$ cat src/hdl/rlepid_pkg.sv
// shared types and constants for the run-length pattern image decoder
// used by rlepid_ctrl, rlepid_datapath and rle_pattern_image_decoder_top
`timescale 1ns / 1ps

package rlepid_pkg;

  localparam int BYTE_W        = 8;
  localparam int IMG_W         = 21;           // image size and output position
  localparam int RUN_W         = 7;            // run counters, largest expansion is 81
  localparam int LEN_W         = 4;            // pattern length and index
  localparam int MAX_PATTERN   = 9;            // pattern bytes kept
  localparam int BYTE_LANES    = 4;            // byte fields carried per result
  localparam int DEF_OUT_LANES = 4;
  localparam int CNT_W         = 3;            // out_count field
  localparam int APB_AW        = 3;
  localparam int APB_DW        = 32;

  // control byte decode: bit 7 clear is a literal, 10 is a repeat, 11 a pattern
  localparam int KIND_BIT = 7;
  localparam int REP_BIT  = 6;

  // register index, taken from paddr[2]
  localparam logic REG_IMAGE_BYTES = 1'b0;

  typedef logic [BYTE_W-1:0] byte_t;

  typedef enum logic [2:0] {
    OP_NONE,
    OP_CTRL,   // decode a control byte
    OP_LIT,    // pass one literal byte
    OP_REP,    // take the repeat value and set up the expansion
    OP_PAT,    // store one pattern byte, set up the expansion after the last
    OP_STEP    // pack one expanded byte
  } op_t;

  typedef struct packed {
    logic clear;   // image start on the accepted byte
    op_t  op;
  } cmd_t;

  typedef struct packed {
    logic img_complete;  // position at or past image size (after a start)
    logic lit_end;       // current literal byte ends the run or the image
    logic pat_last;      // current pattern byte is the last one
    logic exp_last;      // next packing step is the last of the expansion
    logic lane_flush;    // next packing step closes a result
    logic out_free;      // output register can take a result this cycle
  } stat_t;

endpackage

$ cat src/hdl/rle_pattern_image_decoder_top.sv
// top level of the run-length pattern image decoder: stream ports, apb
// register and field packing; depends on rlepid_pkg, rlepid_ctrl, rlepid_datapath
`timescale 1ns / 1ps

// Decodes a compressed image one stream byte per input transaction. A control
// byte 0vvvvvvv starts a literal run of v+1 bytes, 10cccccc is followed by a
// value byte repeated c+2 times, and 11LLLRRR is followed by L+2 pattern bytes
// that are played R+2 times. Decoding stops at image_bytes output bytes (apb
// register at address 0, reset value 1); later bytes are dropped until a byte
// arrives with the image start flag in s_tuser, which restarts the image.
// Timing: control, pattern and literal bytes do not hold the input off; a
// literal's one-byte result leaves the cycle after its transaction. A repeat
// value or last pattern byte holds the input off until its expansion, up to
// 81 bytes, is packed: the packer fills its output lanes one byte a cycle from
// a rotating pattern register, pausing while a closing group finds the output
// register busy; a full group of OUT_LANES bytes (or the run's tail) leaves as
// one result. An output register parts the two sides; the input stalls only
// while that register is full and not being taken, or while an expansion runs.
module rle_pattern_image_decoder_top
  import rlepid_pkg::*;
#(
  parameter int OUT_LANES = DEF_OUT_LANES
) (
  input  logic              clk,
  input  logic              rst,
  // compressed stream in
  input  logic              s_tvalid,
  output logic              s_tready,
  input  logic [7:0]        s_tdata,   // [7:0] stream_byte
  input  logic              s_tuser,   // [0] image_start
  // decoded bytes out
  output logic              m_tvalid,
  input  logic              m_tready,
  output logic [39:0]       m_tdata,   // [7:0] out_byte0, [15:8] out_byte1,
                                       // [23:16] out_byte2, [31:24] out_byte3,
                                       // [34:32] out_count, [39:35] zero
  output logic              m_tlast,   // run_last
  output logic              m_tuser,   // [0] image_done
  // configuration
  input  logic              psel,
  input  logic              penable,
  input  logic              pwrite,
  input  logic [APB_AW-1:0] paddr,
  input  logic [APB_DW-1:0] pwdata,
  output logic [APB_DW-1:0] prdata,
  output logic              pready
);

  logic [IMG_W-1:0] image_bytes;
  cmd_t             cmd;
  stat_t            stat;
  byte_t            ob0, ob1, ob2, ob3;
  logic [CNT_W-1:0] ocount;

  // register file: a single size register, low address bits ignored
  assign pready = 1'b1;

  always_ff @(posedge clk) begin
    if (rst) begin
      image_bytes <= IMG_W'(1);
    end else if (psel && penable && pwrite && pready
                 && (paddr[2] == REG_IMAGE_BYTES)) begin
      image_bytes <= pwdata[IMG_W-1:0];
    end
  end

  assign prdata = (paddr[2] == REG_IMAGE_BYTES) ? APB_DW'(image_bytes) : '0;

  // state machine: byte class and run phase
  rlepid_ctrl u_ctrl (
    .clk      (clk),
    .rst      (rst),
    .in_valid (s_tvalid),
    .in_start (s_tuser),
    .in_byte  (s_tdata),
    .in_ready (s_tready),
    .stat     (stat),
    .cmd      (cmd)
  );

  // counters, pattern store, lane packer and output register
  rlepid_datapath #(
    .OUT_LANES (OUT_LANES)
  ) u_datapath (
    .clk         (clk),
    .rst         (rst),
    .image_bytes (image_bytes),
    .in_byte     (s_tdata),
    .in_start    (s_tuser),
    .cmd         (cmd),
    .stat        (stat),
    .out_valid   (m_tvalid),
    .out_ready   (m_tready),
    .out_byte0   (ob0),
    .out_byte1   (ob1),
    .out_byte2   (ob2),
    .out_byte3   (ob3),
    .out_count   (ocount),
    .out_last    (m_tlast),
    .out_done    (m_tuser)
  );

  // result fields packed from the lowest bit up
  assign m_tdata = {5'b0, ocount, ob3, ob2, ob1, ob0};

endmodule

$ cat src/hdl/rlepid_ctrl.sv
// controller state machine of the run-length pattern image decoder
// depends on rlepid_pkg; drives rlepid_datapath through cmd_t, reads stat_t
`timescale 1ns / 1ps

module rlepid_ctrl
  import rlepid_pkg::*;
(
  input  logic  clk,
  input  logic  rst,
  input  logic  in_valid,
  input  logic  in_start,
  input  byte_t in_byte,
  output logic  in_ready,
  input  stat_t stat,
  output cmd_t  cmd
);

  typedef enum logic [2:0] {
    ST_CTRL,
    ST_LIT,
    ST_REP,
    ST_PAT,
    ST_EXPAND
  } state_t;

  state_t state;
  state_t state_next;
  state_t base;
  logic   accept;

  always_comb begin
    in_ready   = (state != ST_EXPAND) && stat.out_free;
    accept     = in_valid && in_ready;
    base       = in_start ? ST_CTRL : state;
    cmd.clear  = accept && in_start;
    cmd.op     = OP_NONE;
    state_next = state;
    if (state == ST_EXPAND) begin
      if (stat.out_free || !stat.lane_flush) begin
        cmd.op = OP_STEP;
        if (stat.exp_last) begin
          state_next = ST_CTRL;
        end
      end
    end else if (accept) begin
      state_next = base;
      if (!stat.img_complete) begin
        unique case (base)
          ST_CTRL: begin
            cmd.op = OP_CTRL;
            if (!in_byte[KIND_BIT]) begin
              state_next = ST_LIT;
            end else if (!in_byte[REP_BIT]) begin
              state_next = ST_REP;
            end else begin
              state_next = ST_PAT;
            end
          end
          ST_LIT: begin
            cmd.op = OP_LIT;
            if (stat.lit_end) begin
              state_next = ST_CTRL;
            end
          end
          ST_REP: begin
            cmd.op     = OP_REP;
            state_next = ST_EXPAND;
          end
          ST_PAT: begin
            cmd.op = OP_PAT;
            if (stat.pat_last) begin
              state_next = ST_EXPAND;
            end
          end
          default: begin
            state_next = ST_CTRL;
          end
        endcase
      end
    end
  end

  always_ff @(posedge clk) begin
    if (rst) begin
      state <= ST_CTRL;
    end else begin
      state <= state_next;
    end
  end

endmodule

$ cat src/hdl/rlepid_datapath.sv
// datapath of the run-length pattern image decoder: run counters, pattern
// rotator, lane packer and output register; depends on rlepid_pkg
`timescale 1ns / 1ps

module rlepid_datapath
  import rlepid_pkg::*;
#(
  parameter int OUT_LANES = DEF_OUT_LANES
) (
  input  logic             clk,
  input  logic             rst,
  input  logic [IMG_W-1:0] image_bytes,
  input  byte_t            in_byte,
  input  logic             in_start,
  input  cmd_t             cmd,
  output stat_t            stat,
  output logic             out_valid,
  input  logic             out_ready,
  output byte_t            out_byte0,
  output byte_t            out_byte1,
  output byte_t            out_byte2,
  output byte_t            out_byte3,
  output logic [CNT_W-1:0] out_count,
  output logic             out_last,
  output logic             out_done
);

  localparam int LANE_W = $clog2(OUT_LANES) + 1;

  // control state
  logic [IMG_W-1:0]  pos;
  logic [RUN_W-1:0]  run_cnt;     // literal bytes left, repeat count or pattern fill
  logic [LEN_W-1:0]  pat_len;
  logic [RUN_W-1:0]  rem;         // expanded bytes still to pack
  logic [LANE_W-1:0] lane_cnt;

  // payload
  byte_t             pat [MAX_PATTERN];
  byte_t             pat_next [MAX_PATTERN];
  byte_t             lanes [BYTE_LANES];
  byte_t             lanes_m [BYTE_LANES];
  logic [RUN_W-1:0]  pat_total;
  logic [LEN_W-1:0]  rot_last;
  logic              exp_done;

  logic [IMG_W-1:0]  pos_eff;
  logic [IMG_W-1:0]  left;
  logic [RUN_W-1:0]  run_total;
  logic              fits_end;
  logic [RUN_W-1:0]  run_n;
  logic [LANE_W:0]   cnt_wide;
  logic              setup;
  logic              out_load;    // a result enters the output register

  always_comb begin
    pos_eff   = in_start ? '0 : pos;
    left      = image_bytes - pos;
    run_total = (cmd.op == OP_PAT) ? pat_total : run_cnt;
    fits_end  = {{(IMG_W-RUN_W){1'b0}}, run_total} >= left;
    run_n     = fits_end ? left[RUN_W-1:0] : run_total;
    setup     = (cmd.op == OP_REP) || ((cmd.op == OP_PAT) && stat.pat_last);
    cnt_wide  = {1'b0, lane_cnt} + (LANE_W+1)'(1);

    stat.img_complete = pos_eff >= image_bytes;
    stat.lit_end      = (run_cnt == '0) || (left == IMG_W'(1));
    stat.pat_last     = (run_cnt[LEN_W-1:0] + LEN_W'(1)) >= pat_len;
    stat.exp_last     = rem == RUN_W'(1);
    stat.lane_flush   = (lane_cnt == LANE_W'(OUT_LANES - 1)) || stat.exp_last;
    stat.out_free     = !out_valid || out_ready;

    out_load = (cmd.op == OP_LIT) || ((cmd.op == OP_STEP) && stat.lane_flush);

    for (int j = 0; j < BYTE_LANES; j++) begin
      lanes_m[j] = (32'(lane_cnt) == j) ? pat[0] : lanes[j];
    end

    // rotate the active part of the pattern so that entry 0 is always next
    for (int i = 0; i < MAX_PATTERN; i++) begin
      pat_next[i] = pat[i];
      if (cmd.op == OP_STEP) begin
        if (LEN_W'(i) == rot_last) begin
          pat_next[i] = pat[0];
        end else if (LEN_W'(i) < rot_last) begin
          pat_next[i] = pat[(i + 1) % MAX_PATTERN];
        end
      end else if (cmd.op == OP_REP) begin
        if (i == 0) begin
          pat_next[i] = in_byte;
        end
      end else if (cmd.op == OP_PAT) begin
        if (run_cnt == RUN_W'(i)) begin
          pat_next[i] = in_byte;
        end
      end
    end
  end

  // control registers
  always_ff @(posedge clk) begin
    if (rst) begin
      out_valid <= 1'b0;
      pos       <= '0;
      run_cnt   <= '0;
      pat_len   <= '0;
      rem       <= '0;
      lane_cnt  <= '0;
    end else begin
      if (out_load) begin
        out_valid <= 1'b1;
      end else if (out_valid && out_ready) begin
        out_valid <= 1'b0;
      end
      if (cmd.clear) begin
        pos <= '0;
      end
      unique case (cmd.op)
        OP_NONE: begin
          if (cmd.clear) begin
            run_cnt <= '0;
            pat_len <= '0;
          end
        end
        OP_CTRL: begin
          if (!in_byte[KIND_BIT]) begin
            run_cnt <= in_byte[RUN_W-1:0];
          end else if (!in_byte[REP_BIT]) begin
            run_cnt <= RUN_W'(in_byte[5:0]) + RUN_W'(2);
          end else begin
            pat_len <= LEN_W'(in_byte[5:3]) + LEN_W'(2);
            run_cnt <= '0;
          end
        end
        OP_LIT: begin
          if (run_cnt != '0) begin
            run_cnt <= run_cnt - RUN_W'(1);
          end
          pos <= pos + IMG_W'(1);
        end
        OP_REP: begin
          run_cnt  <= '0;
          rem      <= run_n;
          lane_cnt <= '0;
          pos      <= pos + IMG_W'(run_n);
        end
        OP_PAT: begin
          if (stat.pat_last) begin
            run_cnt  <= '0;
            rem      <= run_n;
            lane_cnt <= '0;
            pos      <= pos + IMG_W'(run_n);
          end else begin
            run_cnt <= run_cnt + RUN_W'(1);
          end
        end
        OP_STEP: begin
          rem <= rem - RUN_W'(1);
          if (stat.lane_flush) begin
            lane_cnt <= '0;
          end else begin
            lane_cnt <= lane_cnt + LANE_W'(1);
          end
        end
        default: begin
        end
      endcase
    end
  end

  // payload registers
  always_ff @(posedge clk) begin
    pat <= pat_next;
    if ((cmd.op == OP_CTRL) && in_byte[KIND_BIT] && in_byte[REP_BIT]) begin
      pat_total <= (RUN_W'(in_byte[5:3]) + RUN_W'(2))
                 * (RUN_W'(in_byte[2:0]) + RUN_W'(2));
    end
    if (setup) begin
      rot_last <= (cmd.op == OP_REP) ? '0 : pat_len - LEN_W'(1);
      exp_done <= fits_end;
      for (int j = 0; j < BYTE_LANES; j++) begin
        lanes[j] <= '0;
      end
    end
    if (cmd.op == OP_LIT) begin
      out_byte0 <= in_byte;
      out_byte1 <= '0;
      out_byte2 <= '0;
      out_byte3 <= '0;
      out_count <= CNT_W'(1);
      out_last  <= 1'b1;
      out_done  <= left == IMG_W'(1);
    end
    if (cmd.op == OP_STEP) begin
      if (stat.lane_flush) begin
        out_byte0 <= lanes_m[0];
        out_byte1 <= lanes_m[1];
        out_byte2 <= lanes_m[2];
        out_byte3 <= lanes_m[3];
        out_count <= CNT_W'(cnt_wide);
        out_last  <= stat.exp_last;
        out_done  <= exp_done && stat.exp_last;
        for (int j = 0; j < BYTE_LANES; j++) begin
          lanes[j] <= '0;
        end
      end else begin
        lanes <= lanes_m;
      end
    end
  end

  a_step_has_work: assert property (@(posedge clk) disable iff (rst)
    (cmd.op == OP_STEP) |-> (rem != '0))
    else $error("packing step with no expanded bytes left");

  a_lane_in_range: assert property (@(posedge clk) disable iff (rst)
    32'(lane_cnt) < OUT_LANES)
    else $error("lane counter past lane count");

  a_done_is_last: assert property (@(posedge clk) disable iff (rst)
    (out_valid && out_done) |-> out_last)
    else $error("image end flagged on a result that is not the last of its byte");

  a_single_byte_clean: assert property (@(posedge clk) disable iff (rst)
    (out_valid && (out_count == CNT_W'(1)))
      |-> ((out_byte1 == '0) && (out_byte2 == '0) && (out_byte3 == '0)))
    else $error("unused lanes not zero");

endmodule
$ cat config.mk
export PLATFORM = sky130hd
export DESIGN_NAME = rle_pattern_image_decoder_top
export DESIGN_NICKNAME = d
export VERILOG_FILES = /design/src/hdl/rlepid_pkg.sv /design/src/hdl/rle_pattern_image_decoder_top.sv /design/src/hdl/rlepid_ctrl.sv /design/src/hdl/rlepid_datapath.sv
export SDC_FILE = /design/constraint.sdc
export NUM_CORES = 1
export LEC_CHECK = 0
export BUFFER_PORTS_ARGS = -buffer_cell sky130_fd_sc_hd__clkbuf_2
export CAP_MARGIN = 5
export CORE_ASPECT_RATIO = 1.2
export CORE_UTILIZATION = 50
export DETAILED_ROUTE_END_ITERATION = 10
export PLACE_DENSITY = 0.72
export SETUP_SLACK_MARGIN = 0.3
export SYNTH_ARGS = -nofsm -noshare
export SYNTH_HDL_FRONTEND = slang
export SYNTH_HIERARCHICAL = 1
export SYNTH_SLANG_ARGS = --single-unit
$ cat constraint.sdc
create_clock -name clk -period 7.7 [get_ports clk]
set_input_delay 0.385 -clock clk [delete_from_list [all_inputs] [get_ports clk]]
set_output_delay 0.385 -clock clk [all_outputs]
set_load 0.1 [all_outputs]
## Word-level counts from Yosys, hierarchy flattened

Cells that the tools add are included.

| word-level totals | value |
|---|---|
| output and inout port bits | 77 |
| register bits after elaboration | 220 |
| input port bits | 51 |
| logic and storage cells | 285 |

| cells by class | value |
|---|---|
| $lt $le $gt $ge | 12 |
| reduce and logical (&&, ||, !) cells | 55 |
| multipliers | 1 |
| eq/ne operators | 49 |
| muxes and demuxes | 122 |
| add/subtract/negate cells | 14 |
| bitwise logic cells | 1 |

Operators with widths:

| cell | count |
|---|---|
| $mux 8 | 70 |
| $mux 32 | 3 |
| $mux 21 | 4 |
| $pmux 21 s3 | 1 |
| $mux 7 | 8 |
| $mux 3 | 18 |
| $reduce_and 4->1 | 10 |
| $pmux 7 s5 | 1 |
| $eq 7x3->1 const B | 4 |
| $reduce_bool 2->1 | 13 |
| $pmux 3 s4 | 2 |
| $add 21x1->21 const B | 1 |
| $add 21x7->21 | 1 |
| $eq 21x1->1 const B | 1 |
| $ge 21x21->1 | 1 |
| $ge 7x21->1 | 1 |
| $pmux 7 s3 | 1 |
| $sub 21x21->21 | 1 |
| $eq 3x2->1 const B | 6 |
| $eq 3x4->1 const A | 4 |
| $lt 3x4->1 const A | 4 |
| $ne 3x1->1 const B | 5 |
| $eq 7x1->1 const B | 2 |
| $eq 7x2->1 const B | 2 |
| other kinds (37) | 90 |

## Logic depth before layout (Yosys ltp)

| logic depth | value |
|---|---|
| depth in word-level cells | 13 |
| mapped depth | 44 |

## By module

Netlist, hierarchy kept.

Modules (own cells, without submodules):

| module | cells each | instances | area each (um2) | seq. area each (um2) |
|---|---|---|---|---|
| rlepid_datapath | 1,433 | 1 | 12,389.4 | 5,084.9 |
| rle_pattern_image_decoder_top | 134 | 1 | 1,241.2 | 420.4 |
| rlepid_ctrl | 51 | 1 | 381.6 | 60.1 |

## Worst setup path before layout

OpenSTA, ideal clock, no wires.

| path | value |
|---|---|
| path type | input to register |
| start point | input port s_tuser |
| end point | register u_datapath.pos[20] |
| path slack | -0.173 ns |
| cell stages on the path | 43 |
| library setup time | 0.128 ns |
| arrival | 7.745 ns |
| path buffers | 4 |
| path through | clkbuf_1 nor2_1 ha_1 nor2b_1 o21ai_0 nand2_1 a21o_1 a21oi_1 o21ai_0 a221oi_1 nor3_1 a2111oi_0 o21ai_0 clkbuf_1 nor2b_1 a41oi_1 nor2_1 nand2b_1 (+7 left out) o21ai_0 nand2b_1 a21oi_1 o21ai_0 and4_1 buf_6 mux2_4 fa_1 a21o_1 a21oi_1 o21bai_1 a21oi_1 nor2b_1 o2111ai_1 nor2_1 xor2_1 a221oi_1 nor2_1 |

RTL lines:

| element | line | RTL |
|---|---|---|
| from (decl) | rle_pattern_image_decoder_top.sv:30 | `input logic s_tuser,` |
| to (signal assigned) | rlepid_datapath.sv:137 | `pos <= pos + IMG_W'(1);` |
| to (signal assigned) | rlepid_datapath.sv:143 | `pos <= pos + IMG_W'(run_n);` |
| to (signal assigned) | rlepid_datapath.sv:150 | `pos <= pos + IMG_W'(run_n);` |
| to (decl) | rlepid_datapath.sv:31 | `logic [IMG_W-1:0] pos;` |

==> run_results.csv <==
group,metric,value,unit
clock_tree,cts_tree,"done",
synth,synth_seq_cells,220,
layout,diodes,0,
global_route,grt_pass1_vias,11657,
pwr,ir_drop,0.2689,mV
sta,max_freq,141.3,MHz
global_route,grt_max_degree,91,
global_route,grt_first_pass_wirelength,59340,um
sta,post-route-period-util,0.9189,
pwr,p_sw,1.042,mW
routing,routedWlPerCell,18.28,um
routing,drcViolationCount,0,
critical_path,crit_fanout,5,
synth,synth_warnings,6,
critical_path,end_kind,"register",
clock_tree,clk-insertion-delay-late,0.51,ns
synth,netlist_instances,1618,
sta,hold_viol,0,
critical_path,max_stage_delay,0.51,ns
pwr,internal-power,2.077,mW
layout,layout_commonest_cell,"nand2_1",
clock_tree,cts_buffer_depth,3,
pwr,leakagePower,6.238,nW
layout,syn_to_final_growth,11.28,%
clock_tree,cts_root_buf,"clkbuf_16",
critical_path,required,8.13,ns
layout,multi_input_area,7844,um2
floorplan,dieArea,28700,um2
synth,synth_cell_types,79,
routing,ant_nets,0,
critical_path,path_class,"reg2reg",
floorplan,start_util,0.5126,
routing,detail_route.wirelength,37730,um
synth,synth_ff_type,"edfxtp_1",
pwr,seq_power_share,0.432,
place,place_ws,-0.2025,ns
pwr,p_sw_frac,0.3341,
place,place_congestion,0.9418,
min_path,holdCritPathClass,"in2reg",
layout,layout_common_cells,"nand2_1, nor2_1, edfxtp_1, dfxtp_1, clkbuf_2",
pwr,combPwrFrac,0.234,
sta,timing.final.ws_setup,0.6241,ns
clock_tree,cts.sink_count,220,
critical_path,cp_slowest_cell,"o41a_1",
critical_path,worstSetupStartpointType,"register",
layout,drive_above_1_share,0.1325,
sta,slew-limit-headroom,0.1191,
floorplan,io-pin-count,128,
place,port_buffers,97,
sta,rsz0062_at_grt,"no",
synth,syn_area_per_cell,8.660,um2
run_status,status,"completed",
floorplan,fp.dieH,185.4,um
routing,vias,12047,
global_route,grtUsageTotal,0.2589,
sta,finClkSkew,0.009429,ns
global_route,antenna_found_initial,0,
layout,nFillCells,2377,
sta,worst_pin_slew,1.321,ns
job,cap_viol_max_count,0,
pwr,finalPower,3.119,mW
pwr,clock_power_share,0.334,
floorplan,chipWidth,154.8,um
synth,synth_edf_count,116,
synth,syn-cell-area,14010,um2
layout,final-seq-area,5574,um2
floorplan,core,27330,um2
pwr,power.density,200.0,nW/um2
floorplan,fp-row-count,66,
place,dp.cells,2018,
layout,nNetsFinal,1817,
clock_tree,clk_pin_slew_worst_paths,0.06,ns
clock_tree,numCtsBuffers,23,
routing,viasPerCell,5.837,
global_route,grt-ovfl-total,0,
sta,fin_crit,7.076,ns
layout,post-route-util,0.5704,
sta,report.final.slew_viol_count,0,
layout,finalNonFillerCells,2064,
sta,finalSetupViolCount,0,
routing,first_iter_violations,910,
critical_path,arrival,7.50,ns
place,place_hpwl,27200,um
clock_tree,h-tree-depth,1,
routing,drt_pre_antenna_iters,6,
synth,yosysSeqAreaShare,0.3972,
synth,synthArstFlopShare,0,
==> flip-flops by register name, summed over array words and instances, names as in the netlist, 4 cells and up <==
| register | count |
|---|---|
| image_bytes | 21 |
| u_datapath/lanes | 32 |
| u_datapath/out_byte0 | 8 |
| u_datapath/out_byte1 | 8 |
| u_datapath/out_byte2 | 8 |
| u_datapath/out_byte3 | 8 |
| u_datapath/pat | 72 |
| u_datapath/pat_len | 4 |
| u_datapath/pat_total | 7 |
| u_datapath/pos | 21 |
| u_datapath/rem | 7 |
| u_datapath/rot_last | 4 |
| u_datapath/run_cnt | 7 |
==> repair_timing <==
action                     in CTS  in global routing
pin swaps                       1                 22
gates resized for setup         7                 46
hold buffers                    0                  0
setup buffers                   0                  5
gates cloned                    0                  0
setup endpoints to repair      14                 14
==> layer usage <==
layer / GRT usage / vias up / part of all wire
met4: 0.1406 / 0 / 0.050
met3: 0.03018 / 111 / 0.062
met2: 0.4626 / 497 / 0.49
met1: 0.3033 / 5631 / 0.40
met5: 0 / - / 0
li1: - / 5808 / -
==> path summary, 6_finish.rpt <==
path	startpoint	to	slack, ns	cells past startpoint
setup / recovery	u_datapath/pos[1]	u_datapath/pos[19]	0.62	40
hold / removal	pwdata[9]	image_bytes[9]	0.12	3
hold reg to reg	u_datapath/out_byte3[2]	u_datapath/out_byte3[2]	0.47	2
setup reg to reg	u_datapath/pos[1]	u_datapath/pos[19]	0.62	40
==> logic make-up (layout without fill, tap and decap cells) <==
group	count (synthesis)	after routing	share of synthesized area
compound gates	353	353	0.1610
xor+xnor	44	44	0.02750
fa+ha+maj	92	92	0.08536
buf+inv	186	243	0.06090
flops	220	220	0.3972
mux	70	70	0.05063
other cells	2	17	0.0005360
simple gates	651	651	0.2169
==> critical path, delay by kind of cell, from the launching register on <==
family | cells | cell delay (ns)
AOI/OAI and AO/OA | 20 | 3.55
adders and majority gates | 3 | 0.81
buffers and inverters | 1 | 0.06
DFF | 1 | 0.33
muxes | 2 | 0.59
and+or+nand+nor | 14 | 1.66
==> final cells by class <==
cell class                 count  share of cell area
sequential                   220              0.3575
tap                          374             0.03001
timing repair buffer         124             0.04542
clock buffer                  30             0.04117
clock inverter                11            0.004092
multi-input combinational   1227              0.5030
inverter                      78             0.01878
==> power by group through the flow <==
stage / combinational, mW / sequential (mW) / clock [mW]
after global placement: 0.691 / 1.37 / 0
final: 0.730 / 1.35 / 1.04
after floorplan: 0.393 / 1.53 / 0
after global routing: 0.786 / 1.35 / 1.10
after detailed placement: 0.700 / 1.37 / 0
after CTS: 0.704 / 1.35 / 1.06
==> through the flow <==
step	hold slack (ns)	instance area (um2)	TNS [ns]
after floorplan	0.4474	14080	0
after global placement	0.4585	14660	0
after detailed placement	0.4665	14660	-1.255
after CTS	0.1047	15380	0
after global routing	0.1213	15590	0
final	0.1192	15590	0
==> synthesized netlist by cell type (all sizes together) (10+ instances only) <==
library cell    n  area share
o21ai          93       0.033
clkbuf         65       0.017
xor2           19       0.012
nand2b         65       0.029
nor2b          36       0.016
nor2          143       0.038
nor3b          12      0.0072
nand2         257       0.069
buf            43       0.023
o22ai          10      0.0045
nand3          52       0.019
edfxtp        116        0.25
ha             86       0.077
nand4          14      0.0063
xnor2          25       0.016
dfxtp         104        0.15
a21o           18      0.0096
mux2i          66       0.047
a21oi          81       0.032
inv            78       0.021
and2           10      0.0045
a31oi          72       0.032
nor3           27      0.0096
o31ai          10      0.0057
No activity file was read; power rests on OpenSTA's default activity.
